==> src/llh_pkg.sv <==
// ----------------------------------------------------------------------------
// llh_pkg
// Shared types and constants for the log2 latency histogram: operation codes,
// field widths, the payload structs and the shared adder request/response.
// ----------------------------------------------------------------------------
package llh_pkg;

  // Default number of power-of-two buckets.
  localparam int LLH_BUCKETS = 64;

  // Fixed field widths.
  localparam int SAMPLE_W  = 64;
  localparam int CNT_W     = 32;
  localparam int QTL_W     = 10;
  localparam int SMP_IDX_W = 6;   // bit index of a 64-bit sample
  localparam int ALU_W     = 64;

  // Quantile scale (per-mille) and saturation value of the counters.
  localparam logic [QTL_W-1:0] PERMILLE_SCALE = 10'd1000;
  localparam logic [CNT_W-1:0] CNT_MAX        = '1;

  // Register index of limit_cycles on the configuration port.
  localparam logic LLH_REG_LIMIT = 1'b0;

  // Operation codes.
  typedef enum logic [1:0] {
    OP_RECORD = 2'd0,
    OP_QUERY  = 2'd1,
    OP_CLEAR  = 2'd2
  } llh_op_t;

  // One input item.
  typedef struct packed {
    logic [1:0]          operation;
    logic [SAMPLE_W-1:0] sample_cycles;
    logic [QTL_W-1:0]    quantile_permille;
  } llh_in_t;

  // One result item.
  typedef struct packed {
    logic [SAMPLE_W-1:0] percentile_floor;
    logic [CNT_W-1:0]    count_above_limit;
    logic [CNT_W-1:0]    total_samples;
    logic [SAMPLE_W-1:0] sample_sum;
    logic [SAMPLE_W-1:0] largest_sample;
  } llh_out_t;

  // Request to the shared adder/subtractor.
  typedef struct packed {
    logic             sub;
    logic [ALU_W-1:0] a;
    logic [ALU_W-1:0] b;
  } llh_alu_req_t;

  // Response of the shared adder/subtractor; co is a >= b on a subtract.
  typedef struct packed {
    logic             co;
    logic [ALU_W-1:0] y;
  } llh_alu_rsp_t;

endpackage

==> src/llh_alu.sv <==
// ----------------------------------------------------------------------------
// llh_alu
// Shared 64-bit adder/subtractor. The sums, counter increments and running-maximum
// compare of the histogram sequencer go through this one unit.
// ----------------------------------------------------------------------------
module llh_alu
  import llh_pkg::*;
(
  input  llh_alu_req_t req,
  output llh_alu_rsp_t rsp
);

  logic [ALU_W-1:0] b_op;
  logic [ALU_W:0]   full;

  // Subtract is a + ~b + 1; the carry out then means a >= b.
  assign b_op  = req.sub ? ~req.b : req.b;
  assign full  = {1'b0, req.a} + {1'b0, b_op} + {{ALU_W{1'b0}}, req.sub};
  assign rsp.y  = full[ALU_W-1:0];
  assign rsp.co = full[ALU_W];

endmodule

==> config.mk <==
export PLATFORM = sky130hd
export DESIGN_NAME = llh_alu
export DESIGN_NICKNAME = d
export VERILOG_FILES = /design/src/llh_pkg.sv /design/src/llh_alu.sv
export SDC_FILE = /design/constraint.sdc
export NUM_CORES = 1
export LEC_CHECK = 0
export ABC_AREA = 1
export BUFFER_PORTS_ARGS = -buffer_cell sky130_fd_sc_hd__buf_2
export CAP_MARGIN = 0
export CELL_PAD_IN_SITES_DETAIL_PLACEMENT = 0
export CELL_PAD_IN_SITES_GLOBAL_PLACEMENT = 2
export CORE_UTILIZATION = 27
export DETAILED_ROUTE_END_ITERATION = 10
export GPL_ROUTABILITY_DRIVEN = 0
export GPL_TIMING_DRIVEN = 0
export PLACE_DENSITY_LB_ADDON = 0.1
export SLEW_MARGIN = 10
export SYNTH_ARGS = -nofsm -noshare
export SYNTH_HDL_FRONTEND = slang
export SYNTH_SLANG_ARGS = --single-unit
==> constraint.sdc <==
create_clock -name vclk -period 6.78
set_clock_uncertainty 0.1 [all_clocks]
set_input_delay 1.017 -clock vclk [all_inputs]
set_output_delay 1.017 -clock vclk [all_outputs]
set_load 0.005 [all_outputs]
==> results.md, run 1 <==
- Register area: 0 um2
- Kind of critical path: primary input to output port
- # fillers: approximately 2700
- Via count: approximately 7500
- Max_cap viols: 0
- Cts repair resizes: 0
- Cts hold-fix bufs: 0
- Final wirelength: between 20000 and 30000 um
- Drc violations: 0
- CP startpoint kind: primary input
- Setup Fix Bufs, Post-CTS: 0
- Final Setup Violations: 0
- Pwr/cell area: ~130 mW/mm2
- CP Cell Sequence: buf_6 -> buf_2 -> xor2_1 -> ha_1 -> nand2_1 -> nor2_1 -> nand3_1 -> nand2_1 -> nand2_1 -> nand2_1 -> nand2_1 -> nand2_1 -> nand2_1 -> nand2_1 -> buf_2
- Cell Area, Synth: about 0.006 mm2
- P&R area growth vs syn: 21.8%
- Largest net degree at the start of global routing: 11
- Total GRT Usage: 22.2%
- Max frequency: roughly 220 MHz
- Hold WC Path Type: primary input to output port
- RSZ-0062 raised after global routing: false
- Die width: approximately 150 um
- # rows: 54
- Post-Synthesis Cells: approximately 1200
- GRT overflow: 0
- I/O Buffers: approximately 190
- Nets: 1582
- Crit path time final: around 4.6 ns
- Peak VDD IR: between 40 and 50 uV
- Synthesized area per cell: 5.09 um2
- Sum of negative setup slack: 0 ns
- First-pass GRT wire length: 38500 um
- CP Capture Type: output port
- Most frequent CP cell: nand2_1
- Initial core utilization: between 20 and 30%
- Antenna violations before repair: 0
- Pins over their slew limit: 0
- Final worst-path cycle share: between 60% and 70%
- Status: finished, final reports clean
- Design Power: ~0.96 mW
- Die area: between 0.02 and 0.025 mm2
- Count of cell types in the netlist: 31
- Standby leakage power: approximately 4.5 nW
- Crit-path slowest cell: nor2_1
- Share of the yosys chip area belonging to registers: 0%
- Die Ht: 152 um
- Max-slew headroom: roughly two thirds
- Multi-input logic area: 0.00516 mm2
- Critical path peak fanout: 10
- Io pins: 194
- Highest-count cells in the layout ignoring fill and taps: nand2_1, inv_1, buf_2
- Clkbuf count: 0
- Commonest non-fill, non-tap cell in the layout: nand2_1
- Drt first-iter violations: 330
- Worst EP arrival: approximately 3.5 ns
- Core area: 0.0219 mm2
- Vias per std cell: about 4.5
- Ant. Diodes: 0
- Worst-Margin Slew: 0.471 ns
- Share of cells above drive strength 1: 17.7%
- Fin. Hold Viols: 0
- CP peak stage delay: between 0.4 and 0.5 ns
- Hpwl dp: between 20000 and 25000 um
- Req. time, crit path: 5.66 ns
- Ys Warns: 0
- First drt pass iteration count: 5
- Post-route ant nets: 0
- Seq_cells: 0
- DR WL/cell: roughly 15 um
- Vias in the first global route: just over 7000
- Syn_nets: approximately 1400
-- Yosys cell counts (4+ instances only) --
cell type | number | share of area [%]
nor2_2 | 14 | 1.4
inv_1 | 221 | 14
o21ai_0 | 33 | 2.7
nand3_1 | 46 | 3.8
a21oi_1 | 83 | 6.9
o21bai_1 | 13 | 1.6
nor2_1 | 101 | 6.3
nand2_2 | 16 | 1.7
ha_1 | 69 | 14
xor2_1 | 93 | 13
nor3_2 | 5 | 0.83
o21a_1 | 4 | 0.50
nor3_1 | 9 | 0.75
buf_2 | 6 | 0.50
nand2_1 | 446 | 28
-- area by class of cell --
type	instances	area share, %
inverter	224	11.4
tap	280	4.76
timing repair buffer	193	13.1
multi-input combinational	957	70.1
buffer	7	0.561
-- routing by layer --
metal / track usage (%) / vias to the layer above / part of all wire, %
met1: 33.2 / 3244 / 52
met3: 0.240 / 16 / 3.5
met4: 2.48 / 0 / 1.2
met5: 0 / - / 0
met2: 36.5 / 164 / 43
li1: - / 4028 / -
-- kinds of logic (layout without fill, tap and decap cells) --
| kind of cell | Yosys count | in the layout | synth area share (%) |
|---|---|---|---|
| AND/OR/NAND/NOR | 652 | 652 | 44.5 |
| XOR/XNOR | 95 | 95 | 13.8 |
| AO/OA/AOI/OAI | 140 | 140 | 12.5 |
| adder cells (fa/ha/maj) | 70 | 70 | 14.6 |
| buffers and inverters | 231 | 424 | 14.6 |
-- power by group --
| group | internal [mW] | switching [mW] | leakage [nW] |
|---|---|---|---|
| Clock | 0 | 0 | 0 |
| Combinational | 0.352 | 0.608 | 4.48 |
| Sequential | 0 | 0 | 0 |
-- metrics by stage --
step / hold WS [ns] / util [%] / area, um2 / worst slack (ns) / instances
floorplan: 1.99 / - / 6040 / 2.92 / 1188
global route: 2.22 / 33.6 / 7360 / 1.91 / 1661
CTS: 2.20 / 33.6 / 7360 / 2.13 / 1661
global placement: 2.20 / 33.6 / 7360 / 2.13 / 1661
detailed placement: 2.20 / 33.6 / 7360 / 2.13 / 1661
finish: 2.20 / 33.6 / 7360 / 2.14 / 1661
-- critical path, delay by kind of cell --
family / cells / cell delay (ns)
buffers and inverters: 3 / 0.66
and+or+nand+nor: 10 / 1.34
xor gates and xnor gates: 1 / 0.12
adders and majority gates: 1 / 0.37
-- final timing paths --
check	from	endpoint	slack, ns	cells after the start
setup / recovery	req[128]	rsp[62]	2.14	15
hold / removal	req[64]	rsp[0]	2.20	3
Power figures use the tool's default switching activity.
==> run 2, diff against run 1 <==
--- a/config.mk
+++ b/config.mk
@@ -10,7 +10,7 @@
 export CAP_MARGIN = 0
 export CELL_PAD_IN_SITES_DETAIL_PLACEMENT = 0
 export CELL_PAD_IN_SITES_GLOBAL_PLACEMENT = 2
-export CORE_UTILIZATION = 27
+export CORE_UTILIZATION = 25
 export DETAILED_ROUTE_END_ITERATION = 10
 export GPL_ROUTABILITY_DRIVEN = 0
 export GPL_TIMING_DRIVEN = 0
==> constraint.sdc (replaced) <==
create_clock -name vclk -period 4.55
set_clock_uncertainty 0.1 [all_clocks]
set_input_delay 0.6825 -clock vclk [all_inputs]
set_output_delay 0.6825 -clock vclk [all_outputs]
set_load 0.005 [all_outputs]
==> run 2 against run 1 <==
- first-iteration DRC count up 30%
- final cell count up 2.3%
- global-route usage down 1.2 points
- hold slack worse by 0.67 ns
- total power up 50%
- sequential share of layout area unchanged
- critical path depth unchanged
- largest cell class unchanged
==> results.md, run 2 (synthesis results as in run 1) <==
- Status: finished, final reports clean
- Worst-Margin Slew: 0.426 ns (-0.0446 ns)
- Pins over their slew limit: 0 (unchanged)
- Drc violations: 0 (unchanged)
- Cts repair resizes: 0 (unchanged)
- Largest net degree at the start of global routing: 11 (unchanged)
- Req. time, crit path: 3.77 ns (-1.89 ns)
- Via count: 7457 (+0.067%)
- Share of cells above drive strength 1: 17.7% (unchanged)
- Max frequency: between 200 and 300 MHz
- Max-slew headroom: 71.6% (+3.3 points)
- Register area: 0 um2 (unchanged)
- Peak VDD IR: 57.2 uV (+34%)
- Fin util: 31.4% (-2.2 points)
- Hold path depth: 3 (unchanged)
- Commonest non-fill, non-tap cell in the layout: nand2_1
- Seq_cells: 0 (unchanged)
- I/O Buffers: 193 (unchanged)
- DR WL/cell: 15.5 um (+0.36%)
- # fillers: 2915 (+8.7%)
- First drt pass iteration count: 7 (+2)
- RSZ-0062 raised after global routing: false
- Clkbuf count: 0 (unchanged)
- Final Setup Violations: 0 (unchanged)
- Final wirelength: 26400 um (+2.7%)
- Core area: 0.0236 mm2 (+7.9%)
- Antenna violations before repair: 0 (unchanged)
- Io pins: 194 (unchanged)
- Most frequent CP cell: nand2_1
- Die area: 0.0248 mm2 (+7.9%)
- Ant. Diodes: 0 (unchanged)
- Die Ht: 157 um (+3.9%)
- Kind of critical path: primary input to output port
- Worst EP arrival: 3.18 ns (-0.35 ns)
- Cts hold-fix bufs: 0 (unchanged)
- Highest-count cells in the layout ignoring fill and taps: nand2_1, inv_1, buf_2
- GRT overflow: 0 (unchanged)
- Sum of negative setup slack: 0 ns (unchanged)
- CP bufs+invs: 5 (+2)
- CP peak stage delay: 0.51 ns (+0.10 ns)
- Hpwl dp: 24300 um (+3.6%)
- Nets: 1582 (unchanged)
- Max_cap viols: 0 (unchanged)
- CP top delay family: simple AND/OR/NAND/NOR gates
- Hold Startpoint: req[64]
- Post-route ant nets: 0 (unchanged)
- Die width: 157 um (+3.9%)
- First-pass GRT wire length: 39100 um (+1.6%)
- Fin. Hold Viols: 0 (unchanged)
- CP Cell Sequence: buf_6 -> buf_2 -> xor2_1 -> ha_1 -> nand2_2 -> nor2_1 -> inv_1 -> nor2_2 -> inv_1 -> nor3_1 -> nand2_1 -> nand2_1 -> nand2_1 -> nand2_1 -> buf_2
- Standby leakage power: 4.48 nW (unchanged)
- CP Capture Type: output port
- Hold WC Path Type: primary input to output port
- Critical path peak fanout: 10 (unchanged)
- Drt first-iter violations: 430 (+30%)
- Total GRT Usage: 21.0% (-1.2 points)
- Crit-path slowest cell: ha_1
- Crit path time final: between 3 and 4 ns
- Hold EP: rsp[0]
- P&R area growth vs syn: 22.6%
- Vias in the first global route: 7045 (-1.1%)
- CP startpoint kind: primary input
- Initial core utilization: 25.6% (-2.0 points)
- # rows: 56 (+3.7%)
- Final worst-path cycle share: approximately 87%
- Vias per std cell: 4.39 (-2.2%)
- Pwr/cell area: 194 mW/mm2 (+49%)
- Setup Fix Bufs, Post-CTS: 0 (unchanged)
-- run 2: layer usage --
metal | wire [um] | global-route usage (%) | up-vias
li1 | - | - | 4031
met3 | 895 | 0.551 | 6
met1 | 13500 | 30.8 | 3282
met2 | 11900 | 35.6 | 138
met4 | 88 | 0.509 | 0
met5 | 0 | 0 | -
-- run 2: report_power, final --
group	total, mW	switching, mW	internal, mW
Combinational	1.44	0.913	0.525
Clock	0	0	0
Sequential	0	0	0
-- run 2: how the worst max path moves through the flow --
stage,start,endpoint,slack (ns),cells past startpoint
finish,req[128],rsp[61],0.59,15
floorplan,req[128],rsp[61],1.36,16
CTS,req[128],rsp[60],0.53,17
global placement,req[128],rsp[60],0.52,17
global route,req[128],rsp[60],0.35,17
detailed placement,req[128],rsp[60],0.54,17
-- run 2: area by class of cell --
type,count,area [um2],share of cell area [%]
buffer,7,41.3,0.557
tap,319,399,5.39
timing repair buffer,193,966,13.0
multi-input combinational,957,5160,69.7
inverter,224,841,11.4
-- run 2: stage by stage --
stage | hold slack, ns | worst slack, ns | total power, mW | std cells | area [um2]
floorplan | 1.32 | 1.36 | 0.878 | 1188 | 6040
finish | 1.54 | 0.586 | 1.44 | 1700 | 7410
global placement | 1.53 | 0.523 | 1.45 | 1700 | 7410
CTS | 1.54 | 0.531 | 1.45 | 1700 | 7410
detailed placement | 1.53 | 0.539 | 1.45 | 1700 | 7410
global route | 1.55 | 0.351 | 1.63 | 1700 | 7410
-- run 2: tightest hold or removal path: cells and delay by family --
kind	cells	cell delay, ns
xor+xnor	1	0.06
buf+inv	2	0.21
==> run 3, diff against run 2 <==
--- a/config.mk
+++ b/config.mk
@@ -10,6 +10,7 @@
 export CAP_MARGIN = 0
 export CELL_PAD_IN_SITES_DETAIL_PLACEMENT = 0
 export CELL_PAD_IN_SITES_GLOBAL_PLACEMENT = 2
+export CORE_ASPECT_RATIO = 0.75
 export CORE_UTILIZATION = 25
 export DETAILED_ROUTE_END_ITERATION = 10
 export GPL_ROUTABILITY_DRIVEN = 0
==> run 3 against run 2 <==
- via count is 0.67% higher
- die area hardly changed
- flip-flop and latch count stayed put
- final cell count is 1.1% lower
- global-route usage is 0.54 points higher
- clock-buffer cell count stayed put
- critical endpoint is now rsp[53]
- largest cell class unchanged
==> results.md, run 3 (synthesis results as in run 1) <==
- Kind of critical path: primary input to output port
- Die Ht: 137 um (-13%)
- Max-slew headroom: 66.9% (-4.7 points)
- Cts repair resizes: 0 (unchanged)
- GR Layer Usage met2: 33.7% (-1.9 points)
- Clkbuf count: 0 (unchanged)
- Most Crowded Layer GR: met1
- Fin util: 31.6% (+0.23 points)
- Antenna violations before repair: 0 (unchanged)
- Final Setup Violations: 0 (unchanged)
- Req. time, crit path: 3.77 ns (about the same)
- Design Power: 1.46 mW (+1.3%)
- # fillers: 2847 (-2.3%)
- Sum of negative setup slack: 0 ns (unchanged)
- Pins over their slew limit: 0 (unchanged)
- Drt first-iter violations: 441 (+2.6%)
- Die width: 182 um (+15%)
- Peak VDD IR: 59.4 uV (+3.8%)
- Initial core utilization: 25.9% (+0.27 points)
- # rows: 48 (-14%)
- Hpwl dp: 25200 um (+3.5%)
- Die area: 0.0248 mm2 (about the same)
- Setup WS pre-CTS: 0.521 ns (-0.0175 ns)
- Final wirelength: 27300 um (+3.6%)
- Via count: 7507 (+0.67%)
- Crit path time final: 4.00 ns (+0.0366 ns)
- Max frequency: 250 MHz (-0.92%)
- M1 GR Usage: 33.9% (+3.1 points)
- P&R area growth vs syn: 22.2%
- CP startpoint kind: primary input
- Post-route ant nets: 0 (unchanged)
- Multi-input logic area: 0.00516 mm2 (unchanged)
- Vias per std cell: 4.47 (+1.8%)
- GRT overflow: 0 (unchanged)
- Ant. Diodes: 0 (unchanged)
- Hold WC Path Type: primary input to output port
- Status: finished, final reports clean
- Highest-count cells in the layout ignoring fill and taps: nand2_1, inv_1, buf_2
- Fin. Hold Viols: 0 (unchanged)
- Worst EP arrival: 3.22 ns (+0.04 ns)
- Pwr/cell area: 197 mW/mm2 (+1.7%)
- First-pass GRT wire length: 40300 um (+3.0%)
- Register area: 0 um2 (unchanged)
- RSZ-0062 raised after global routing: false
- Core area: 0.0234 mm2 (-1.1%)
- Final worst setup slack: 0.549 ns (-0.0366 ns)
- Worst-Margin Slew: 0.497 ns (+0.0710 ns)
- Final worst-path cycle share: 87.9% (+0.81 points)
- Setup Fix Bufs, Post-CTS: 0 (unchanged)
- Commonest non-fill, non-tap cell in the layout: nand2_1
- Cts hold-fix bufs: 0 (unchanged)
- I/O Buffers: 193 (unchanged)
- Nets: 1582 (unchanged)
- Max_cap viols: 0 (unchanged)
- CP Capture Type: output port
- Critical path peak fanout: 10 (unchanged)
- Vias in the first global route: 7045 (unchanged)
- Share of cells above drive strength 1: 17.7% (unchanged)
- Io pins: 194 (unchanged)
- Drc violations: 0 (unchanged)
- Fin Hold WS: 1.54 ns (-0.000300 ns)
- Total GRT Usage: 21.6% (+0.54 points)
- First drt pass iteration count: 5 (-2)
- Largest net degree at the start of global routing: 11 (unchanged)
- M3 GR Usage: 0.825% (+0.27 points)
- Standby leakage power: 4.48 nW (unchanged)
- Seq_cells: 0 (unchanged)
- DR WL/cell: 16.3 um (+4.7%)
run 3: final timing paths:
check	start	to	slack, ns	cells after the start
max	req[128]	rsp[53]	0.55	14
min	req[64]	rsp[0]	1.54	3
run 3: power breakdown:
group | switching (mW) | internal, mW | total (mW)
combinational | 0.929 | 0.528 | 1.46
clock | 0 | 0 | 0
sequential | 0 | 0 | 0
total | 0.929 | 0.528 | 1.46
run 3: critical path, stage by stage:
cell	delay [ns]
buf_6	0.17
buf_2	0.32
xor2_1	0.11
ha_1	0.47
nand2_1	0.24
nor2_1	0.36
nand2_1	0.12
inv_1	0.09
nand3_1	0.08
nand3b_1	0.19
nand2_1	0.10
nand3_1	0.10
nand2_1	0.06
buf_2	0.12
run 3: layout make-up:
class              count  area share [%]
well taps            300            5.08
inverters            224            11.4
plain buffers          7           0.559
repair buffers       193            13.1
multi-input cells    957            69.9
run 3: through the flow:
| stage | std cells | cell area (um2) |
|---|---|---|
| finish | 1681 | 7380 |
| global route | 1681 | 7380 |
| CTS | 1681 | 7380 |
| detailed placement | 1681 | 7380 |
| global placement | 1681 | 7380 |
| floorplan | 1188 | 6040 |
run 3: per-layer routing:
metal / part of all wire, % / wire length, um
met5: 0 / 0
met4: 0.11 / 29
met3: 4.2 / 1140
met2: 41 / 11300
met1: 54 / 14800
